## src/sv/alst_pkg.sv

```systemverilog
// Shared types, codes and defaults for the array list engine.
`default_nettype none

package alst_pkg;

    // Default sizes of the list store.
    localparam int CAPACITY_DEF      = 32;
    localparam int ELEMENT_WIDTH_DEF = 32;

    // A readout emits at most this many entries.
    localparam int MAX_RESULTS = 32;

    // Depth of the command queue between front and back; a power of two.
    localparam int QUEUE_DEPTH = 2;

    // Fixed widths of the item fields.
    localparam int ACTION_W   = 3;
    localparam int POSITION_W = 6;
    localparam int VALUE_W    = 32;
    localparam int INDEX_W    = 6;
    localparam int COUNT_W    = 6;

    // Action codes on the input.
    localparam logic [ACTION_W-1:0] ACT_APPEND = 3'd0;
    localparam logic [ACTION_W-1:0] ACT_INSERT = 3'd1;
    localparam logic [ACTION_W-1:0] ACT_DELETE = 3'd2;
    localparam logic [ACTION_W-1:0] ACT_CLEAR  = 3'd3;
    localparam logic [ACTION_W-1:0] ACT_READ   = 3'd4;

    // Result status codes.
    typedef enum logic [1:0] {
        ST_OK     = 2'd0,
        ST_FULL   = 2'd1,
        ST_EMPTY  = 2'd2,
        ST_BADPOS = 2'd3
    } t_status;

    // Operation after decode; unused action codes become a no-op.
    typedef enum logic [2:0] {
        OP_APPEND,
        OP_INSERT,
        OP_DELETE,
        OP_CLEAR,
        OP_READ,
        OP_NOP
    } t_op;

    // Decoded command carried through the queue.
    typedef struct packed {
        t_op                   op;
        logic                  pos_zero;
        logic [POSITION_W-1:0] position;
    } t_cmd;

endpackage

`default_nettype wire

```

## src/sv/alst_front.sv

```systemverilog
// Front end: decodes an accepted item into a command for the queue.
`default_nettype none

module alst_front import alst_pkg::*; #(
    parameter int ELEMENT_WIDTH = ELEMENT_WIDTH_DEF
) (
    input  wire logic                     i_accept,
    input  wire logic [ACTION_W-1:0]      i_action,
    input  wire logic [POSITION_W-1:0]    i_position,
    input  wire logic [VALUE_W-1:0]       i_value,
    output logic                          o_push,
    output t_cmd                          o_cmd,
    output logic [ELEMENT_WIDTH-1:0]      o_value
);

    logic [ELEMENT_WIDTH+VALUE_W-1:0] value_ext;

    assign o_push = i_accept;

    // Map the action code onto an operation; codes without meaning do nothing.
    always_comb begin
        unique case (i_action)
            ACT_APPEND: o_cmd.op = OP_APPEND;
            ACT_INSERT: o_cmd.op = OP_INSERT;
            ACT_DELETE: o_cmd.op = OP_DELETE;
            ACT_CLEAR:  o_cmd.op = OP_CLEAR;
            ACT_READ:   o_cmd.op = OP_READ;
            default:    o_cmd.op = OP_NOP;
        endcase
        o_cmd.pos_zero = (i_position == '0);
        o_cmd.position = i_position;
    end

    // Keep only the low element bits of the value; wider elements are zero filled.
    assign value_ext = {{ELEMENT_WIDTH{1'b0}}, i_value};
    assign o_value   = value_ext[ELEMENT_WIDTH-1:0];

endmodule

`default_nettype wire

```

## src/sv/alst_queue.sv

```systemverilog
// Small command queue that decouples the front end from the list back end.
`default_nettype none

module alst_queue import alst_pkg::*; #(
    parameter int ELEMENT_WIDTH = ELEMENT_WIDTH_DEF
) (
    input  wire logic                     i_clk,
    input  wire logic                     i_rst_n,
    input  wire logic                     i_push,
    input  wire t_cmd                     i_cmd,
    input  wire logic [ELEMENT_WIDTH-1:0] i_value,
    input  wire logic                     i_pop,
    output logic                          o_full,
    output logic                          o_avail,
    output t_cmd                          o_cmd,
    output logic [ELEMENT_WIDTH-1:0]      o_value
);

    localparam int PTR_W  = (QUEUE_DEPTH > 1) ? $clog2(QUEUE_DEPTH) : 1;
    localparam int FILL_W = $clog2(QUEUE_DEPTH + 1);

    t_cmd                     r_cmd [QUEUE_DEPTH];
    logic [ELEMENT_WIDTH-1:0] r_val [QUEUE_DEPTH];
    logic [PTR_W-1:0]         r_wr_ptr;
    logic [PTR_W-1:0]         r_rd_ptr;
    logic [FILL_W-1:0]        r_fill;
    logic                     do_push;
    logic                     do_pop;

    assign o_full  = (r_fill == FILL_W'(QUEUE_DEPTH));
    assign o_avail = (r_fill != '0);
    assign do_push = i_push && !o_full;
    assign do_pop  = i_pop && o_avail;
    assign o_cmd   = r_cmd[r_rd_ptr];
    assign o_value = r_val[r_rd_ptr];

    // Entry storage.
    always_ff @(posedge i_clk) begin
        if (do_push) begin
            r_cmd[r_wr_ptr] <= i_cmd;
            r_val[r_wr_ptr] <= i_value;
        end
    end

    // Pointers and fill level.
    always_ff @(posedge i_clk) begin
        if (!i_rst_n) begin
            r_wr_ptr <= '0;
            r_rd_ptr <= '0;
            r_fill   <= '0;
        end else begin
            if (do_push) begin
                r_wr_ptr <= r_wr_ptr + PTR_W'(1);
            end
            if (do_pop) begin
                r_rd_ptr <= r_rd_ptr + PTR_W'(1);
            end
            if (do_push && !do_pop) begin
                r_fill <= r_fill + FILL_W'(1);
            end else if (do_pop && !do_push) begin
                r_fill <= r_fill - FILL_W'(1);
            end
        end
    end

endmodule

`default_nettype wire

```

## src/sv/alst_back.sv

```systemverilog
// Back end: list cells with parallel shift, count, readout sequencer and result register.
`default_nettype none

module alst_back import alst_pkg::*; #(
    parameter int CAPACITY      = CAPACITY_DEF,
    parameter int ELEMENT_WIDTH = ELEMENT_WIDTH_DEF
) (
    input  wire logic                     i_clk,
    input  wire logic                     i_rst_n,
    input  wire logic                     i_avail,
    input  wire t_cmd                     i_cmd,
    input  wire logic [ELEMENT_WIDTH-1:0] i_value,
    output logic                          o_pop,
    output logic                          o_valid,
    output logic [1:0]                    o_status,
    output logic [VALUE_W-1:0]            o_value_out,
    output logic [INDEX_W-1:0]            o_index_out,
    output logic [COUNT_W-1:0]            o_count,
    output logic                          o_is_empty,
    output logic                          o_is_full,
    output logic                          o_last
);

    localparam int CW  = $clog2(CAPACITY + 1);
    localparam int IW  = $clog2(CAPACITY);
    localparam int XW  = ((CW > POSITION_W) ? CW : POSITION_W) + 1;

    typedef enum logic {
        S_RUN,
        S_READ
    } t_state;

    t_state                   r_state;
    t_state                   n_state;
    logic [CW-1:0]            r_count;
    logic [CW-1:0]            n_count;
    logic [IW-1:0]            r_rd_idx;
    logic [IW-1:0]            n_rd_idx;
    logic                     r_valid;
    logic                     n_valid;
    t_status                  r_status;
    t_status                  n_status;
    logic [VALUE_W-1:0]       r_value;
    logic [VALUE_W-1:0]       n_value;
    logic [INDEX_W-1:0]       r_index;
    logic [INDEX_W-1:0]       n_index;
    logic [COUNT_W-1:0]       r_count_out;
    logic                     r_empty;
    logic                     r_full;
    logic                     r_last;
    logic                     n_last;

    logic [ELEMENT_WIDTH-1:0] r_cells [CAPACITY];
    logic [ELEMENT_WIDTH-1:0] up_src  [CAPACITY];
    logic [ELEMENT_WIDTH-1:0] dn_src  [CAPACITY];

    logic [XW-1:0]            cnt_x;
    logic [XW-1:0]            pos_x;
    logic [XW-1:0]            pos_m1;
    logic [XW-1:0]            idx1_x;
    logic [XW-1:0]            lim_x;
    logic [XW-1:0]            ncnt_x;
    logic [IW-1:0]            rd_addr;
    logic [ELEMENT_WIDTH-1:0] rd_data;
    logic [ELEMENT_WIDTH+VALUE_W-1:0] rd_ext;
    logic                     at_capacity;
    logic                     no_entries;
    logic                     rd_last;
    logic                     do_append;
    logic                     do_insert;
    logic                     do_delete;

    // Position and count arithmetic in a common width.
    assign cnt_x  = XW'(r_count);
    assign pos_x  = XW'(i_cmd.position);
    assign pos_m1 = pos_x - XW'(1);
    assign idx1_x = XW'(r_rd_idx) + XW'(1);
    assign lim_x  = (cnt_x > XW'(MAX_RESULTS)) ? XW'(MAX_RESULTS) : cnt_x;
    assign rd_last     = (idx1_x == lim_x);
    assign at_capacity = (r_count == CW'(CAPACITY));
    assign no_entries  = (r_count == '0);

    // Single read port: the delete position, or the readout index.
    assign rd_addr = (r_state == S_READ) ? r_rd_idx : pos_m1[IW-1:0];
    assign rd_data = r_cells[rd_addr];
    assign rd_ext  = {{VALUE_W{1'b0}}, rd_data};

    assign o_pop = (r_state == S_RUN) && i_avail;

    // Sequencer: one command per cycle outside a readout, a readout walks the cells.
    always_comb begin
        n_state   = r_state;
        n_count   = r_count;
        n_rd_idx  = r_rd_idx;
        n_valid   = 1'b0;
        n_status  = ST_OK;
        n_value   = '0;
        n_index   = '0;
        n_last    = 1'b1;
        do_append = 1'b0;
        do_insert = 1'b0;
        do_delete = 1'b0;
        unique case (r_state)
            S_RUN: begin
                if (i_avail) begin
                    n_valid = 1'b1;
                    unique case (i_cmd.op)
                        OP_APPEND: begin
                            if (at_capacity) begin
                                n_status = ST_FULL;
                            end else begin
                                do_append = 1'b1;
                                n_count   = r_count + CW'(1);
                            end
                        end
                        OP_INSERT: begin
                            priority if (at_capacity) begin
                                n_status = ST_FULL;
                            end else if (i_cmd.pos_zero || pos_x > cnt_x + XW'(1)) begin
                                n_status = ST_BADPOS;
                            end else begin
                                do_insert = 1'b1;
                                n_count   = r_count + CW'(1);
                            end
                        end
                        OP_DELETE: begin
                            priority if (no_entries) begin
                                n_status = ST_EMPTY;
                            end else if (i_cmd.pos_zero || pos_x > cnt_x) begin
                                n_status = ST_BADPOS;
                            end else begin
                                do_delete = 1'b1;
                                n_value   = rd_ext[VALUE_W-1:0];
                                n_count   = r_count - CW'(1);
                            end
                        end
                        OP_CLEAR: begin
                            n_count = '0;
                        end
                        OP_READ: begin
                            if (no_entries) begin
                                n_status = ST_EMPTY;
                            end else begin
                                n_valid  = 1'b0;
                                n_rd_idx = '0;
                                n_state  = S_READ;
                            end
                        end
                        default: begin
                            n_status = ST_OK;
                        end
                    endcase
                end
            end
            S_READ: begin
                n_valid = 1'b1;
                n_value = rd_ext[VALUE_W-1:0];
                n_index = idx1_x[INDEX_W-1:0];
                n_last  = rd_last;
                if (rd_last) begin
                    n_state = S_RUN;
                end else begin
                    n_rd_idx = r_rd_idx + IW'(1);
                end
            end
            default: begin
                n_state = S_RUN;
            end
        endcase
    end

    assign ncnt_x = XW'(n_count);

    // State, count and the registered result.
    always_ff @(posedge i_clk) begin
        if (!i_rst_n) begin
            r_state  <= S_RUN;
            r_count  <= '0;
            r_rd_idx <= '0;
            r_valid  <= 1'b0;
        end else begin
            r_state  <= n_state;
            r_count  <= n_count;
            r_rd_idx <= n_rd_idx;
            r_valid  <= n_valid;
        end
        r_status    <= n_status;
        r_value     <= n_value;
        r_index     <= n_index;
        r_count_out <= ncnt_x[COUNT_W-1:0];
        r_empty     <= (n_count == '0);
        r_full      <= (n_count == CW'(CAPACITY));
        r_last      <= n_last;
    end

    // List cells: each takes the new value, its lower or its upper neighbor.
    for (genvar g = 0; g < CAPACITY; g++) begin : g_cell
        localparam logic [XW-1:0] GX = XW'(g);

        if (g == 0) begin : g_first
            assign up_src[g] = '0;
        end else begin : g_up
            assign up_src[g] = r_cells[g-1];
        end

        if (g == CAPACITY - 1) begin : g_top
            assign dn_src[g] = r_cells[g];
        end else begin : g_dn
            assign dn_src[g] = r_cells[g+1];
        end

        always_ff @(posedge i_clk) begin
            priority if (do_append && GX == cnt_x) begin
                r_cells[g] <= i_value;
            end else if (do_insert && GX == pos_m1) begin
                r_cells[g] <= i_value;
            end else if (do_insert && GX > pos_m1) begin
                r_cells[g] <= up_src[g];
            end else if (do_delete && GX >= pos_m1) begin
                r_cells[g] <= dn_src[g];
            end
        end
    end

    assign o_valid     = r_valid;
    assign o_status    = r_status;
    assign o_value_out = r_value;
    assign o_index_out = r_index;
    assign o_count     = r_count_out;
    assign o_is_empty  = r_empty;
    assign o_is_full   = r_full;
    assign o_last      = r_last;

endmodule

`default_nettype wire

```

## src/sv/array_list_engine.sv

```systemverilog
// Top level of the array list engine: front end, command queue and list back end.
//
// Usage: drive i_action, i_position and i_value and raise start; the item is taken at
// a rising edge where start is high and busy is low. busy is high only while the
// two-entry command queue is full.
// Results leave on the o_ ports for one cycle each, marked by o_valid; the receiver
// cannot hold them off. o_last marks the final result of an item.
// Path: a taken item is written into the command queue; the back end takes it from there
// and registers its result, and a readout enters its read state before it registers its
// entries. Items waiting in the queue add their wait.
// Append, insert, delete, clear and unused codes need no extra back-end state, since all
// cells shift in parallel; a readout gives its entries one by one, up to MAX_RESULTS
// entries, through the single cell read port, and pops no queued item until it is done.
// An empty readout gives one result with the empty status.
// Reset (synchronous, active low) empties the queue and sets the count to zero; cell
// contents are not cleared and are never read above the count.
`default_nettype none

module array_list_engine import alst_pkg::*; #(
    parameter int CAPACITY      = CAPACITY_DEF,
    parameter int ELEMENT_WIDTH = ELEMENT_WIDTH_DEF
) (
    input  wire logic                  i_clk,
    input  wire logic                  i_rst_n,
    input  wire logic                  start,
    output logic                       busy,
    input  wire logic [ACTION_W-1:0]   i_action,
    input  wire logic [POSITION_W-1:0] i_position,
    input  wire logic [VALUE_W-1:0]    i_value,
    output logic                       o_valid,
    output logic [1:0]                 o_status,
    output logic [VALUE_W-1:0]         o_value_out,
    output logic [INDEX_W-1:0]         o_index_out,
    output logic [COUNT_W-1:0]         o_count,
    output logic                       o_is_empty,
    output logic                       o_is_full,
    output logic                       o_last
);

    logic                     accept;
    logic                     push;
    t_cmd                     front_cmd;
    logic [ELEMENT_WIDTH-1:0] front_value;
    logic                     q_full;
    logic                     q_avail;
    t_cmd                     q_cmd;
    logic [ELEMENT_WIDTH-1:0] q_value;
    logic                     pop;

    assign busy   = q_full;
    assign accept = start && !q_full;

    // Decode of incoming items.
    alst_front #(
        .ELEMENT_WIDTH (ELEMENT_WIDTH)
    ) u_front (
        .i_accept   (accept),
        .i_action   (i_action),
        .i_position (i_position),
        .i_value    (i_value),
        .o_push     (push),
        .o_cmd      (front_cmd),
        .o_value    (front_value)
    );

    // Command queue.
    alst_queue #(
        .ELEMENT_WIDTH (ELEMENT_WIDTH)
    ) u_queue (
        .i_clk   (i_clk),
        .i_rst_n (i_rst_n),
        .i_push  (push),
        .i_cmd   (front_cmd),
        .i_value (front_value),
        .i_pop   (pop),
        .o_full  (q_full),
        .o_avail (q_avail),
        .o_cmd   (q_cmd),
        .o_value (q_value)
    );

    // List storage and execution.
    alst_back #(
        .CAPACITY      (CAPACITY),
        .ELEMENT_WIDTH (ELEMENT_WIDTH)
    ) u_back (
        .i_clk       (i_clk),
        .i_rst_n     (i_rst_n),
        .i_avail     (q_avail),
        .i_cmd       (q_cmd),
        .i_value     (q_value),
        .o_pop       (pop),
        .o_valid     (o_valid),
        .o_status    (o_status),
        .o_value_out (o_value_out),
        .o_index_out (o_index_out),
        .o_count     (o_count),
        .o_is_empty  (o_is_empty),
        .o_is_full   (o_is_full),
        .o_last      (o_last)
    );

endmodule

`default_nettype wire

```

## config.mk

```make
export PLATFORM = sky130hd
export DESIGN_NAME = array_list_engine
export DESIGN_NICKNAME = d
export VERILOG_FILES = /design/src/sv/alst_pkg.sv /design/src/sv/alst_front.sv /design/src/sv/alst_queue.sv /design/src/sv/alst_back.sv /design/src/sv/array_list_engine.sv
export SDC_FILE = /design/constraint.sdc
export NUM_CORES = 2
export LEC_CHECK = 0
export BUFFER_PORTS_ARGS = -buffer_cell sky130_fd_sc_hd__buf_4
export CORE_ASPECT_RATIO = 1.75
export CORE_MARGIN = 2
export CORE_UTILIZATION = 35
export CTS_CLUSTER_DIAMETER = 120
export CTS_CLUSTER_SIZE = 40
export DETAILED_ROUTE_END_ITERATION = 10
export GPL_TIMING_DRIVEN = 0
export SLEW_MARGIN = 25
export SYNTH_ARGS = -nofsm -noshare
export SYNTH_HDL_FRONTEND = slang
export SYNTH_SLANG_ARGS = --single-unit
```

## constraint.sdc

```tcl
create_clock -name i_clk -period 7.9 [get_ports i_clk]
set_input_delay 1.185 -clock i_clk [delete_from_list [all_inputs] [get_ports i_clk]]
set_output_delay 1.185 -clock i_clk [all_outputs]
set_load 0.03 [all_outputs]
```

==> results.md <==
- Outcome: completed
- Num CTS Buffers: 38
- Startpoint Class: flop
- Slew headroom: 0.1953
- Async SR Flop Fraction: 0
- Pin count of the biggest net entering global routing: 42
- Seq cells post-synth: 1,175
- Total power: 19,370 µW
- Remaining DRCs: 0
- Final net count: 5,975
- Net Count, Synth: 5,769
- Starting Density: 0.3525
- Number of flops mapped to enable cells by yosys: 1,108
- CP Data Required Time: 8510 ps
- Sequential share of the synthesized area: 0.5096
- TritonCTS Sinks: 1,175
- Hold_buf cts: 0
- Worst-margin pin slew: 1207 ps
- Die X-Extent: 337.0 µm
- Final worst path period need: 7595 ps
- WP buf/inv: 10
- Row Count: 213
- Post-CTS Setup Bufs: 0
- Drt via density: 5.903
- Period utilisation layout: 0.9614
- First-pass GRT wire length: 363,400 µm
- Mean Syn Cell Area: 11.91 µm²
- CTS root buf: clkbuf_16
- HP Class: reg -> reg
- Initial DRC count: 5,293
- CP delay by family, top: buffers and inverters
- Worst path arrival time: 8200 ps
- Critical Path Max Stage Delay: 780 ps
- Setup CP Type: reg -> reg
- Crit-path max FO: 11
- WHS Path Cells: 2
- Gr usage total: 0.2554
- Primary FF master, synth: edfxtp_1
- Routed wire per std cell: 30.50 µm
- Reg2reg path depth: 17
- Worst vdd ir: 0.1769 mV
- Critical path endpoint category: flop
- Clock Skews: 67.37 ps
- Clock Tree Buf Depth: 3
- P_leak: 0.02674 µW
- Critical path depth: 17
- Distinct cells, synth: 106
- Max-slew violations: 0
- Syn Std Cell Area: 67,930 µm²
- CTS tree: done
- Crit-path cells: buf_4 > buf_6 > buf_2 > buf_1 > clkbuf_2 > mux2i_1 > ha_1 > clkbuf_1 > inv_1 > mux2_2 > clkbuf_1 > clkbuf_2 > clkbuf_1 > mux4_2 > mux2i_1 > mux2i_1 > a32o_1
- Antenna-violating nets left: 0
- Vias: 50.25k
- # IOs: 95
- Initial antenna violation count: 4
- Max Fclk: 131.7 MHz
- Layout cell share with drive strength beyond 1: 0.1483
- YS warnings: 0
- Power per cell area: 257.4 nW/µm²
- Remaining global-route overflow: 0
- Clock transition at path regs: 130 ps
- Clk Latency, worst-skew pair: 770 ps
- Number of port buffers: 94
- Final Hold Viols: 0
- PostCTS Resize Cnt: 0
- DPL Wire Length: 215,200 µm
- DRT Pass-1 Iters: 6
- Core ar.: 192,700 µm²
- Setup violations, final: 0
- Die Y: 586.8 µm
- H-tree lvl count: 2
- P&R area growth vs syn: 10.76%
- Maxcap violations: 0
- Vias in the first global route: 50.65k
- Die ar.: 197,800 µm²
- Slowest CP cell: clkbuf_1
- Drt total wl: 259,600 µm
- Final TNS setup: 0 ps
- Number of cells produced by synthesis: 5,702
- RePlAce Congestion: 0.9709
- RSZ-0062 raised after global routing: false
==> cell usage in the layout (no fill, tap or decap), types with 24 or more instances in the layout <==
cell type / Yosys / final
mux2i_1: 1037 / 1032
buf_16: 0 / 48
nor2_1: 331 / 326
mux2_2: 63 / 63
o21ai_1: 305 / 303
dfxtp_1: 67 / 67
clkbuf_16: 0 / 39
a221o_1: 35 / 35
clkbuf_1: 261 / 247
clkbuf_2: 0 / 24
nand2_1: 775 / 772
o2bb2ai_1: 32 / 32
nor3_1: 50 / 50
a32o_1: 33 / 33
mux4_2: 255 / 255
buf_2: 96 / 103
o21ai_0: 365 / 354
a22oi_1: 33 / 33
o22ai_1: 51 / 36
a21oi_1: 312 / 310
buf_1: 51 / 44
edfxtp_1: 1108 / 1108
buf_4: 58 / 153
buf_6: 32 / 37
nand3_1: 34 / 34
mux2_1: 36 / 36
==> report_power, final <==
part / total, µW / internal [µW] / switching [µW]
logic: 8640 / 3360 / 5280
clock network: 3110 / 969 / 2140
registers: 7620 / 7490 / 130
total: 19400 / 11800 / 7550
==> cells in the mapped netlist, drive strengths merged (5+ instances only) <==
master | n | area [µm²]
a211o | 5 | 43.79
a211oi | 6 | 75.07
a21o | 7 | 52.55
a21oi | 321 | 1655
a221o | 35 | 350.3
a22oi | 33 | 247.7
a31oi | 5 | 43.79
a32o | 33 | 330.3
and2 | 18 | 112.6
and3 | 5 | 31.28
buf | 241 | 1533
clkbuf | 261 | 979.7
dfxtp | 67 | 1341
edfxtp | 1108 | 33270
ha | 23 | 287.8
inv | 21 | 78.82
mux2 | 100 | 1130
mux2i | 1041 | 10440
mux4 | 255 | 5743
nand2 | 778 | 2928
nand3 | 37 | 207.7
nand4 | 12 | 90.09
nor2 | 334 | 1266
nor2b | 8 | 50.05
nor3 | 62 | 395.4
nor4 | 11 | 162.7
nor4b | 6 | 80.08
o2111ai | 7 | 96.34
o211ai | 9 | 77.57
o21ai | 672 | 3371
o221ai | 6 | 58.80
o22a | 5 | 43.79
o22ai | 51 | 319.1
o2bb2ai | 32 | 280.3
o31ai | 5 | 37.54
or3 | 12 | 85.08
or4 | 5 | 37.54
xnor2 | 9 | 78.83
==> per-layer routing <==
layer / track usage / share of wire / up-vias / routed length [µm]
met2: 0.4691 / 0.53 / 2294 / 136800
li1: - / - / 22014 / -
met5: 0 / 0.000046 / - / 12
met1: 0.2686 / 0.33 / 25445 / 86640
met3: 0.02333 / 0.053 / 496 / 13720
met4: 0.1870 / 0.086 / 2 / 22430
==> kinds of logic after synthesis <==
| logic type | after synthesis | synth area share |
|---|---|---|
| AOI/OAI and AO/OA | 1265 | 0.1092 |
| xor gates and xnor gates | 12 | 0.001547 |
| adders and majority gates | 23 | 0.004237 |
| buffers and inverters | 526 | 0.03831 |
| DFF | 1175 | 0.5096 |
| muxes | 1396 | 0.2549 |
| and+or+nand+nor | 1305 | 0.08226 |
==> per-stage QoR <==
stage	setup slack (ps)	cells	hold slack [ps]	instance area (µm²)	utilization
6_report	305.0	8513	561.8	75240	0.3905
4_1_cts	364.7	8508	558.2	75190	0.3902
5_1_grt	77.46	8510	594.9	75230	0.3904
3_3_place_gp	-3241	8376	510.6	71860	0.3730
3_5_place_dp	386.0	8447	538.0	73990	0.3840
2_1_floorplan	1262	5702	461.3	67930	-
==> path summary, 6_finish.rpt <==
check / start / end / slack (ps)
hold / removal: u_queue.r_fill[1]$_SDFFE_PN0P_ / u_queue.r_fill[1]$_SDFFE_PN0P_ / 560
setup / recovery: flop / u_back.o_value_out[10]$_DFF_P_ / 300
hold reg to reg: u_queue.r_fill[1]$_SDFFE_PN0P_ / u_queue.r_fill[1]$_SDFFE_PN0P_ / 560
setup reg to reg: flop / u_back.o_value_out[10]$_DFF_P_ / 300
==> registers in the layout, indices dropped and copies added (netlist names), 2 cells and up, named ones only <==
signal              flops
u_back.o_status         2
u_queue.r_cmd          20
u_back.o_count          6
u_back.o_value_out     32
u_queue.r_fill          2
u_back.o_index_out      6
u_back.r_count          6
u_back.r_rd_idx         5
u_back.r_cells       1024
u_queue.r_val          64
==> final cells by class <==
| type | count | area, µm² |
|---|---|---|
| Antenna cell | 4 | 10.01 |
| Buffer | 502 | 2551 |
| Clock buffer | 49 | 1013 |
| Clock inverter | 12 | 182.7 |
| Fill cell | 18514 | 117400 |
| Inverter | 24 | 90.09 |
| Multi-Input combinational cell | 4001 | 31160 |
| Sequential cell | 1175 | 34610 |
| Tap cell | 2580 | 3228 |
| Timing Repair Buffer | 166 | 2391 |
==> worst register-to-register path: cells and delay by family (launching register included) <==
family | cells | cell delay [ps]
multiplexers | 5 | 1680
buffers and inverters | 10 | 4630
flip-flops | 1 | 510
adder cells (fa/ha/maj) | 1 | 300
AO/OA/AOI/OAI | 1 | 380
(Power assumes the default switching activity.)
